File: src/hdl/h2r_pkg.sv
// Shared types, constants and helpers for the HSL to RGB converter.
package h2r_pkg;

    localparam int FRAC_BITS = 12;
    localparam int W         = FRAC_BITS + 1;           // fraction width incl. the 1.0 bit
    localparam int CH_W      = W + 1;                   // channel value before byte scaling
    localparam int ONE       = 1 << FRAC_BITS;
    localparam int THIRD     = (333 * ONE + 500) / 1000;
    localparam int B1        = (167 * ONE + 500) / 1000;
    localparam int HALF      = ONE / 2;
    localparam int B2        = (667 * ONE + 500) / 1000;
    localparam int LATENCY   = 5;                       // request edge to result cycle

    typedef struct packed {
        logic [12:0] hue;
        logic [12:0] saturation;
        logic [12:0] lightness;
    } t_hsl;

    typedef struct packed {
        logic [7:0] red;
        logic [7:0] green;
        logic [7:0] blue;
    } t_rgb;

    // per-pixel values shared by all three channel pipes
    typedef struct packed {
        logic         gray;
        logic [W-1:0] l;
        logic [W-1:0] p;
        logic [W-1:0] q;
        logic [W-1:0] d;
    } t_shade;

    typedef enum logic [1:0] {
        REG_RISE,
        REG_FLAT_Q,
        REG_FALL,
        REG_FLAT_P
    } t_region;

    // wrap a shifted hue back into 0..ONE
    function automatic logic [W-1:0] wrap_hue(input logic signed [W:0] t);
        logic signed [W:0] v;
        v = t;
        if (v < 0) begin
            v = v + $signed((W+1)'(ONE));
        end
        if (v > $signed((W+1)'(ONE))) begin
            v = v - $signed((W+1)'(ONE));
        end
        if (v < 0) begin
            v = '0;
        end
        return v[W-1:0];
    endfunction

endpackage

File: src/hdl/h2r_channel.sv
// One color channel: hue region, ramp multiply, select, scale to a byte.
module h2r_channel (
    input  logic                   i_clk,
    input  h2r_pkg::t_shade        i_shade,
    input  logic [h2r_pkg::W-1:0]  i_t,
    output logic [7:0]             o_byte
);

    localparam int W    = h2r_pkg::W;
    localparam int CH_W = h2r_pkg::CH_W;
    localparam int FB   = h2r_pkg::FRAC_BITS;

    // stage 3: region and ramp product
    h2r_pkg::t_region  n_region, r_region;
    logic [W-1:0]      n_mul;
    logic [2*W-1:0]    w_prod;
    logic [W:0]        n_frac, r_frac;
    h2r_pkg::t_shade   r_shade;

    always_comb begin
        n_mul    = '0;
        n_region = h2r_pkg::REG_FLAT_P;
        if (i_t < W'(h2r_pkg::B1)) begin
            n_region = h2r_pkg::REG_RISE;
            n_mul    = W'(6 * {3'b0, i_t});
        end else if (i_t < W'(h2r_pkg::HALF)) begin
            n_region = h2r_pkg::REG_FLAT_Q;
        end else if (i_t < W'(h2r_pkg::B2)) begin
            n_region = h2r_pkg::REG_FALL;
            n_mul    = W'(6 * {3'b0, W'(h2r_pkg::B2) - i_t});
        end
        w_prod = i_shade.d * n_mul;
        n_frac = w_prod[2*W-1:FB];
    end

    always_ff @(posedge i_clk) begin
        r_region <= n_region;
        r_frac   <= n_frac;
        r_shade  <= i_shade;
    end

    // stage 4: channel fraction
    logic [CH_W-1:0] n_chan, r_chan;

    always_comb begin
        case (r_region)
            h2r_pkg::REG_RISE,
            h2r_pkg::REG_FALL:   n_chan = CH_W'({1'b0, r_shade.p}) + CH_W'(r_frac);
            h2r_pkg::REG_FLAT_Q: n_chan = CH_W'(r_shade.q);
            h2r_pkg::REG_FLAT_P: n_chan = CH_W'(r_shade.p);
            default:             n_chan = CH_W'(r_shade.p);
        endcase
        if (r_shade.gray) begin
            n_chan = CH_W'(r_shade.l);
        end
    end

    always_ff @(posedge i_clk) begin
        r_chan <= n_chan;
    end

    // stage 5: times 255, truncate, saturate
    logic [CH_W+7:0]    w_scaled;
    logic [CH_W+7-FB:0] w_byte_wide;
    logic [7:0]         n_byte, r_byte;

    always_comb begin
        w_scaled    = {r_chan, 8'b0} - (CH_W+8)'(r_chan);
        w_byte_wide = w_scaled[CH_W+7:FB];
        n_byte      = (w_byte_wide > (CH_W+8-FB)'(255)) ? 8'hFF : w_byte_wide[7:0];
    end

    always_ff @(posedge i_clk) begin
        r_byte <= n_byte;
    end

    assign o_byte = r_byte;

endmodule

File: src/hdl/hsl_to_rgb_converter_core.sv
// HSL to RGB converter top level: input clamp, q/p and hue shifts, channel pipes.
//
//  channel   | ports                      | handshake
//  ----------+----------------------------+------------------------------------
//  request   | start, busy, i_hsl         | taken at an edge with start & !busy
//  result    | o_strobe, o_result         | one cycle per result, no backpressure
//
// Five register stages: clamp + q multiply, q/p/hue wrap, ramp multiply,
// channel select, byte scale. A request's result is registered through all
// five and shows with o_strobe; one request per cycle is sustained while busy
// is low. busy is high only while reset is held; reset clears the valid chain.
module hsl_to_rgb_converter_core (
    input  logic            i_clk,
    input  logic            i_rst_n,
    input  logic            start,
    output logic            busy,
    input  h2r_pkg::t_hsl   i_hsl,
    output logic            o_strobe,
    output h2r_pkg::t_rgb   o_result
);

    localparam int W   = h2r_pkg::W;
    localparam int FB  = h2r_pkg::FRAC_BITS;
    localparam int LAT = h2r_pkg::LATENCY;

    logic w_accept;
    assign busy     = ~i_rst_n;
    assign w_accept = start & ~busy;

    // valid chain
    logic [LAT-1:0] n_vld, r_vld;
    assign n_vld = {r_vld[LAT-2:0], w_accept};

    always_ff @(posedge i_clk) begin
        if (!i_rst_n) begin
            r_vld <= '0;
        end else begin
            r_vld <= n_vld;
        end
    end

    // stage 1: clamp to 1.0, one multiply toward q
    logic [W-1:0]    n_h, n_s, n_l, r_h, r_s, r_l;
    logic            n_lo, r_lo;
    logic [W:0]      n_fac;
    logic [2*W:0]    n_prod, r_prod;

    always_comb begin
        n_h    = (i_hsl.hue > 13'(h2r_pkg::ONE)) ? W'(h2r_pkg::ONE) : W'(i_hsl.hue);
        n_s    = (i_hsl.saturation > 13'(h2r_pkg::ONE)) ? W'(h2r_pkg::ONE)
                                                        : W'(i_hsl.saturation);
        n_l    = (i_hsl.lightness > 13'(h2r_pkg::ONE)) ? W'(h2r_pkg::ONE)
                                                       : W'(i_hsl.lightness);
        n_lo   = n_l < W'(h2r_pkg::HALF);
        // below half: l*(1+s); otherwise l*s, subtracted next stage
        n_fac  = n_lo ? ((W+1)'(h2r_pkg::ONE) + (W+1)'(n_s)) : (W+1)'(n_s);
        n_prod = n_l * n_fac;
    end

    always_ff @(posedge i_clk) begin
        r_h    <= n_h;
        r_s    <= n_s;
        r_l    <= n_l;
        r_lo   <= n_lo;
        r_prod <= n_prod;
    end

    // stage 2: q, p, spread, shifted hues
    logic [W+1:0]        w_fm, w_qsum, w_pdiff;
    logic [W-1:0]        w_q, w_p;
    logic signed [W:0]   w_tr, w_tb;
    h2r_pkg::t_shade     n_shade, r_shade;
    logic [W-1:0]        n_t [3];
    logic [W-1:0]        r_t [3];

    always_comb begin
        w_fm    = r_prod[2*W:FB];
        w_qsum  = (W+2)'(r_l) + (W+2)'(r_s) - w_fm;
        w_q     = r_lo ? w_fm[W-1:0] : w_qsum[W-1:0];
        w_pdiff = {1'b0, r_l, 1'b0} - (W+2)'(w_q);
        w_p     = w_pdiff[W+1] ? '0 : w_pdiff[W-1:0];

        n_shade.gray = (r_s == '0);
        n_shade.l    = r_l;
        n_shade.q    = w_q;
        n_shade.p    = w_p;
        n_shade.d    = (w_q > w_p) ? (w_q - w_p) : '0;

        w_tr   = $signed({1'b0, r_h}) + $signed((W+1)'(h2r_pkg::THIRD));
        w_tb   = $signed({1'b0, r_h}) - $signed((W+1)'(h2r_pkg::THIRD));
        n_t[0] = h2r_pkg::wrap_hue(w_tr);
        n_t[1] = r_h;
        n_t[2] = h2r_pkg::wrap_hue(w_tb);
    end

    always_ff @(posedge i_clk) begin
        r_shade <= n_shade;
        r_t     <= n_t;
    end

    // stages 3..5
    logic [7:0] w_byte [3];

    for (genvar gi = 0; gi < 3; gi++) begin : g_chan
        h2r_channel u_chan (
            .i_clk   (i_clk),
            .i_shade (r_shade),
            .i_t     (r_t[gi]),
            .o_byte  (w_byte[gi])
        );
    end

    assign o_strobe       = r_vld[LAT-1];
    assign o_result.red   = w_byte[0];
    assign o_result.green = w_byte[1];
    assign o_result.blue  = w_byte[2];

endmodule

File: config.mk
export PLATFORM = sky130hd
export DESIGN_NAME = hsl_to_rgb_converter_core
export DESIGN_NICKNAME = d
export VERILOG_FILES = /design/src/hdl/h2r_pkg.sv /design/src/hdl/h2r_channel.sv /design/src/hdl/hsl_to_rgb_converter_core.sv
export SDC_FILE = /design/constraint.sdc
export NUM_CORES = 2
export LEC_CHECK = 0
export ABC_AREA = 1
export BUFFER_PORTS_ARGS = -buffer_cell sky130_fd_sc_hd__buf_2
export CAP_MARGIN = 25
export CELL_PAD_IN_SITES_DETAIL_PLACEMENT = 2
export CELL_PAD_IN_SITES_GLOBAL_PLACEMENT = 2
export CORE_ASPECT_RATIO = 0.5
export CORE_MARGIN = 3
export CORE_UTILIZATION = 30
export DETAILED_ROUTE_END_ITERATION = 16
export GPL_TIMING_DRIVEN = 0
export PLACE_DENSITY = 0.75
export REMOVE_ABC_BUFFERS = 1
export SKIP_LAST_GASP = 1
export SYNTH_ARGS = -nofsm -noshare
export SYNTH_HDL_FRONTEND = slang
export SYNTH_SLANG_ARGS = --single-unit
File: constraint.sdc
create_clock -name i_clk -period 6.7 [get_ports i_clk]
set_input_delay 0.335 -clock i_clk [delete_from_list [all_inputs] [get_ports i_clk]]
set_output_delay 0.335 -clock i_clk [all_outputs]
set_load 0.02 [all_outputs]
==> flow_metrics.tcl <==
set metrics [dict create \
    cts_tree "done" \
    cts.htree.levels 2 \
    routed.top_layer "met5" \
    finalInstanceArea_um2 46200 \
    skew_ns 0.0556 \
    wl_per_cell_um 24.2 \
    grt.total_usage_pct 23.2 \
    holdCritStartpoint "i_hsl[36]" \
    grt_pass1_vias 40108 \
    route.met3.wl_um 10000 \
    core_area_um2 127000 \
    clk_path_buf_depth 3 \
    critical_path_required_ns 7.21 \
    pwr-share-seq_pct 14.7 \
    vias 35434 \
    internal_power_mw 10.0 \
    layoutNonFillerInstCount 6931 \
    async_reset_ff_share_pct 0 \
    grt_antenna_before_repair 16 \
    ys_warn_count 0 \
    hpwl_um 121000 \
    synth_top_flop_cell "dfxtp_1" \
    root_buffer "clkbuf_16" \
    violations "setup timing" \
    pwr-share-clk_pct 9.6 \
    netlist.area_leader.share_pct 24.9 \
    io_pins 68 \
    synth.most_common_cell "inv_1" \
    viasPerCell 5.11 \
    drt_first_iter_violations 1777 \
    synth_largest_area_cell "fa_1" \
    antenna_left 0 \
    routed_wl_um 168000 \
    synthTopCellsByArea "fa_1 25%, dfxtp_1 16%, ha_1 16%, inv_1 10%, nand2_1 9.4%" \
    wl_met2_um 81300 \
    syn2layout_area_growth_pct 20.2 \
    fin_util_pct 36.5 \
    switching_share_pct 54.9 \
    die_w_um 512 \
    gp_congestion 0.882 \
    synthTopCellsByCount "1066 x inv_1, 966 x nand2_1, 478 x fa_1, 478 x ha_1, 435 x nor2_1" \
    hp-class "in -> reg" \
    powerDensity_nw_per_um2 480 \
    first_pass_iters 5 \
    finalCriticalPeriod_ns 7.45 \
    drcViolationCount 0 \
    crit_arrival_ns 7.95 \
    place_area_um2 40800 \
    fp.dieH_um 259 \
    clk_pin_slew_ns 0.06 \
    drt-met1-wl_um 70000 \
    drive_gt1_share_pct 15.4 \
    end_kind "flop" \
    worst_path_largest_cell_delay_ns 0.55 \
    synth.avg_cell_area_um2 7.70 \
    numCtsBuffers 36 \
    fillers 14284 \
    dpl.cell_count 6668 \
    critPathKind "reg -> reg" \
    timing.rr.start "r_t[30]" \
    clock-sinks 304 \
    cp-startpoint "r_t[30]" \
    period_share_pct 111 \
    grt_remaining_overflow 0 \
    clkLatencyLatePin_ns 0.64 \
    yosys_register_bits 304 \
    max_clock_freq_mhz 134 \
    crit_slowest_cell "fa_1" \
    rsz0062_at_grt "yes" \
    cp_max_fo 4 \
    hold_viol 0 \
    postSynthCellCount 4994 \
    grt_first_pass_wirelength_um 238000 \
    synth_seq_area_share_pct 15.8 \
    comb_power_share_pct 75.8 \
    relSlewSlack_pct 22.9 \
    critPathLaunchType "flop" \
    rows 92 \
    p_leak_nw 23.0 \
    layout_setup_ws_ns -0.748 \
    setup_viol 41 \
    finalSetupTns_ns -18.05 \
    start_util_pct 30.4 \
    cap_viol_max_count 0 \
    worstMarginPinSlew_ns 1.15 \
    holdWs_ns 0.0187 \
    nNetsFinal 6208 \
    grt_start_max_net_pins 38 \
    port_buffers 67 \
    ir_drop_uv 334 \
    synth-edff-count 0 \
    drv_slew 0 \
    synth_area_um2 38500 \
    synth_cell_types 66 \
    dieArea_um2 133000 \
    run_status "finished, violations left" \
    switching_power_mw 12.2 \
]
[placed cells by master (no fill, tap or decap), types with 39 or more instances in the layout]
| cell | synthesis | layout |
|---|---|---|
| nand2_4 | 3 | 39 |
| xor2_1 | 129 | 106 |
| a21oi_2 | 5 | 42 |
| ha_1 | 478 | 421 |
| ha_4 | 0 | 46 |
| nor3_1 | 48 | 42 |
| buf_2 | 16 | 67 |
| inv_2 | 17 | 57 |
| nor2_1 | 435 | 399 |
| nand3_1 | 187 | 167 |
| o21ai_0 | 143 | 108 |
| fa_1 | 478 | 469 |
| buf_4 | 1 | 148 |
| inv_1 | 1066 | 1009 |
| a21oi_1 | 283 | 221 |
| xnor2_1 | 43 | 41 |
| nand4_1 | 41 | 41 |
| nand2_1 | 966 | 907 |
| dfxtp_1 | 304 | 273 |
[metrics by stage]
stage,total power [mW],setup slack [ns]
6_report,22.2,-0.748
5_1_grt,23.8,-1.03
4_1_cts,20.0,-0.406
2_1_floorplan,11.3,-0.268
3_5_place_dp,15.9,-1.52
3_3_place_gp,15.0,-1.66
[layer usage]
metal,GRT usage (%),vias to the layer above
li1,-,15847
met1,28.7,18303
met2,40.2,910
met3,5.39,368
met4,6.63,6
met5,0,-
[worst max-delay path, delay by kind of cell, from the launching register on]
family	cells	cell delay, ns
and+or+nand+nor	15	1.53
adders and majority gates	8	3.44
DFF	1	0.37
AOI/OAI and AO/OA	4	0.68
xor gates and xnor gates	2	0.43
buffers and inverters	10	0.87
[area by class of cell]
class | count | area, µm² | area share, %
inverters | 1093 | 4170 | 9.01
multi-input cells | 3495 | 30200 | 65.3
flip-flops and latches | 304 | 6170 | 13.4
clock inverters | 17 | 225 | 0.487
clock buffers | 45 | 995 | 2.15
well taps | 1692 | 2120 | 4.58
diodes | 5 | 12.5 | 0.0271
repair buffers | 280 | 2360 | 5.10
[sequential cells by signal, summed over array words and instances (netlist names), 6 cells and up]
signal                  count
g_chan.u_chan.o_byte       24
g_chan.u_chan.r_chan       42
r_prod                     13
r_t                        39
r_shade                    53
r_l                        13
g_chan.u_chan.r_frac       42
g_chan.u_chan.r_shade      40
g_chan.u_chan.r_region      6
r_h                        13
r_s                        13
[timing repair]
| item | CTS | global route |
|---|---|---|
| resized for setup | 407 | 220 |
| setup endpoints to repair | 55 | 57 |
| hold buffers | 17 | 0 |
| hold endpoints to repair | 19 | 0 |
| setup buffers | 115 | 63 |
| pin swaps | 166 | 152 |
[path summary, 6_finish.rpt]
kind | endpoint | slack (ns) | depth (start not counted)
worst max register to register | g_chan[0].u_chan.r_frac[9] | -0.75 | 39
worst min register to register | g_chan[2].u_chan.r_shade[21] | 0.33 | 0
worst min-delay path | r_h[10] | 0.02 | 3
worst max-delay path | g_chan[0].u_chan.r_frac[9] | -0.75 | 39
[power groups by stage]
stage                     sequential (mW)  combinational (mW)  clock (mW)
final                                3.25                16.8        2.13
after global routing                 3.30                18.3        2.26
after CTS                            3.25                14.6        2.16
after detailed placement             3.28                12.6           0
after global placement               3.35                11.7           0
after floorplan                      2.94                8.33           0
[kinds of logic after synthesis]
family                     share of synthesized area [%]
and+or+nand+nor                                     19.3
buffers and inverters                               11.8
adders and majority gates                           40.4
AOI/OAI and AO/OA                                   8.75
DFF                                                 15.8
xor gates and xnor gates                            3.92
other                                            0.00975
Power figures use the tool's default switching activity.
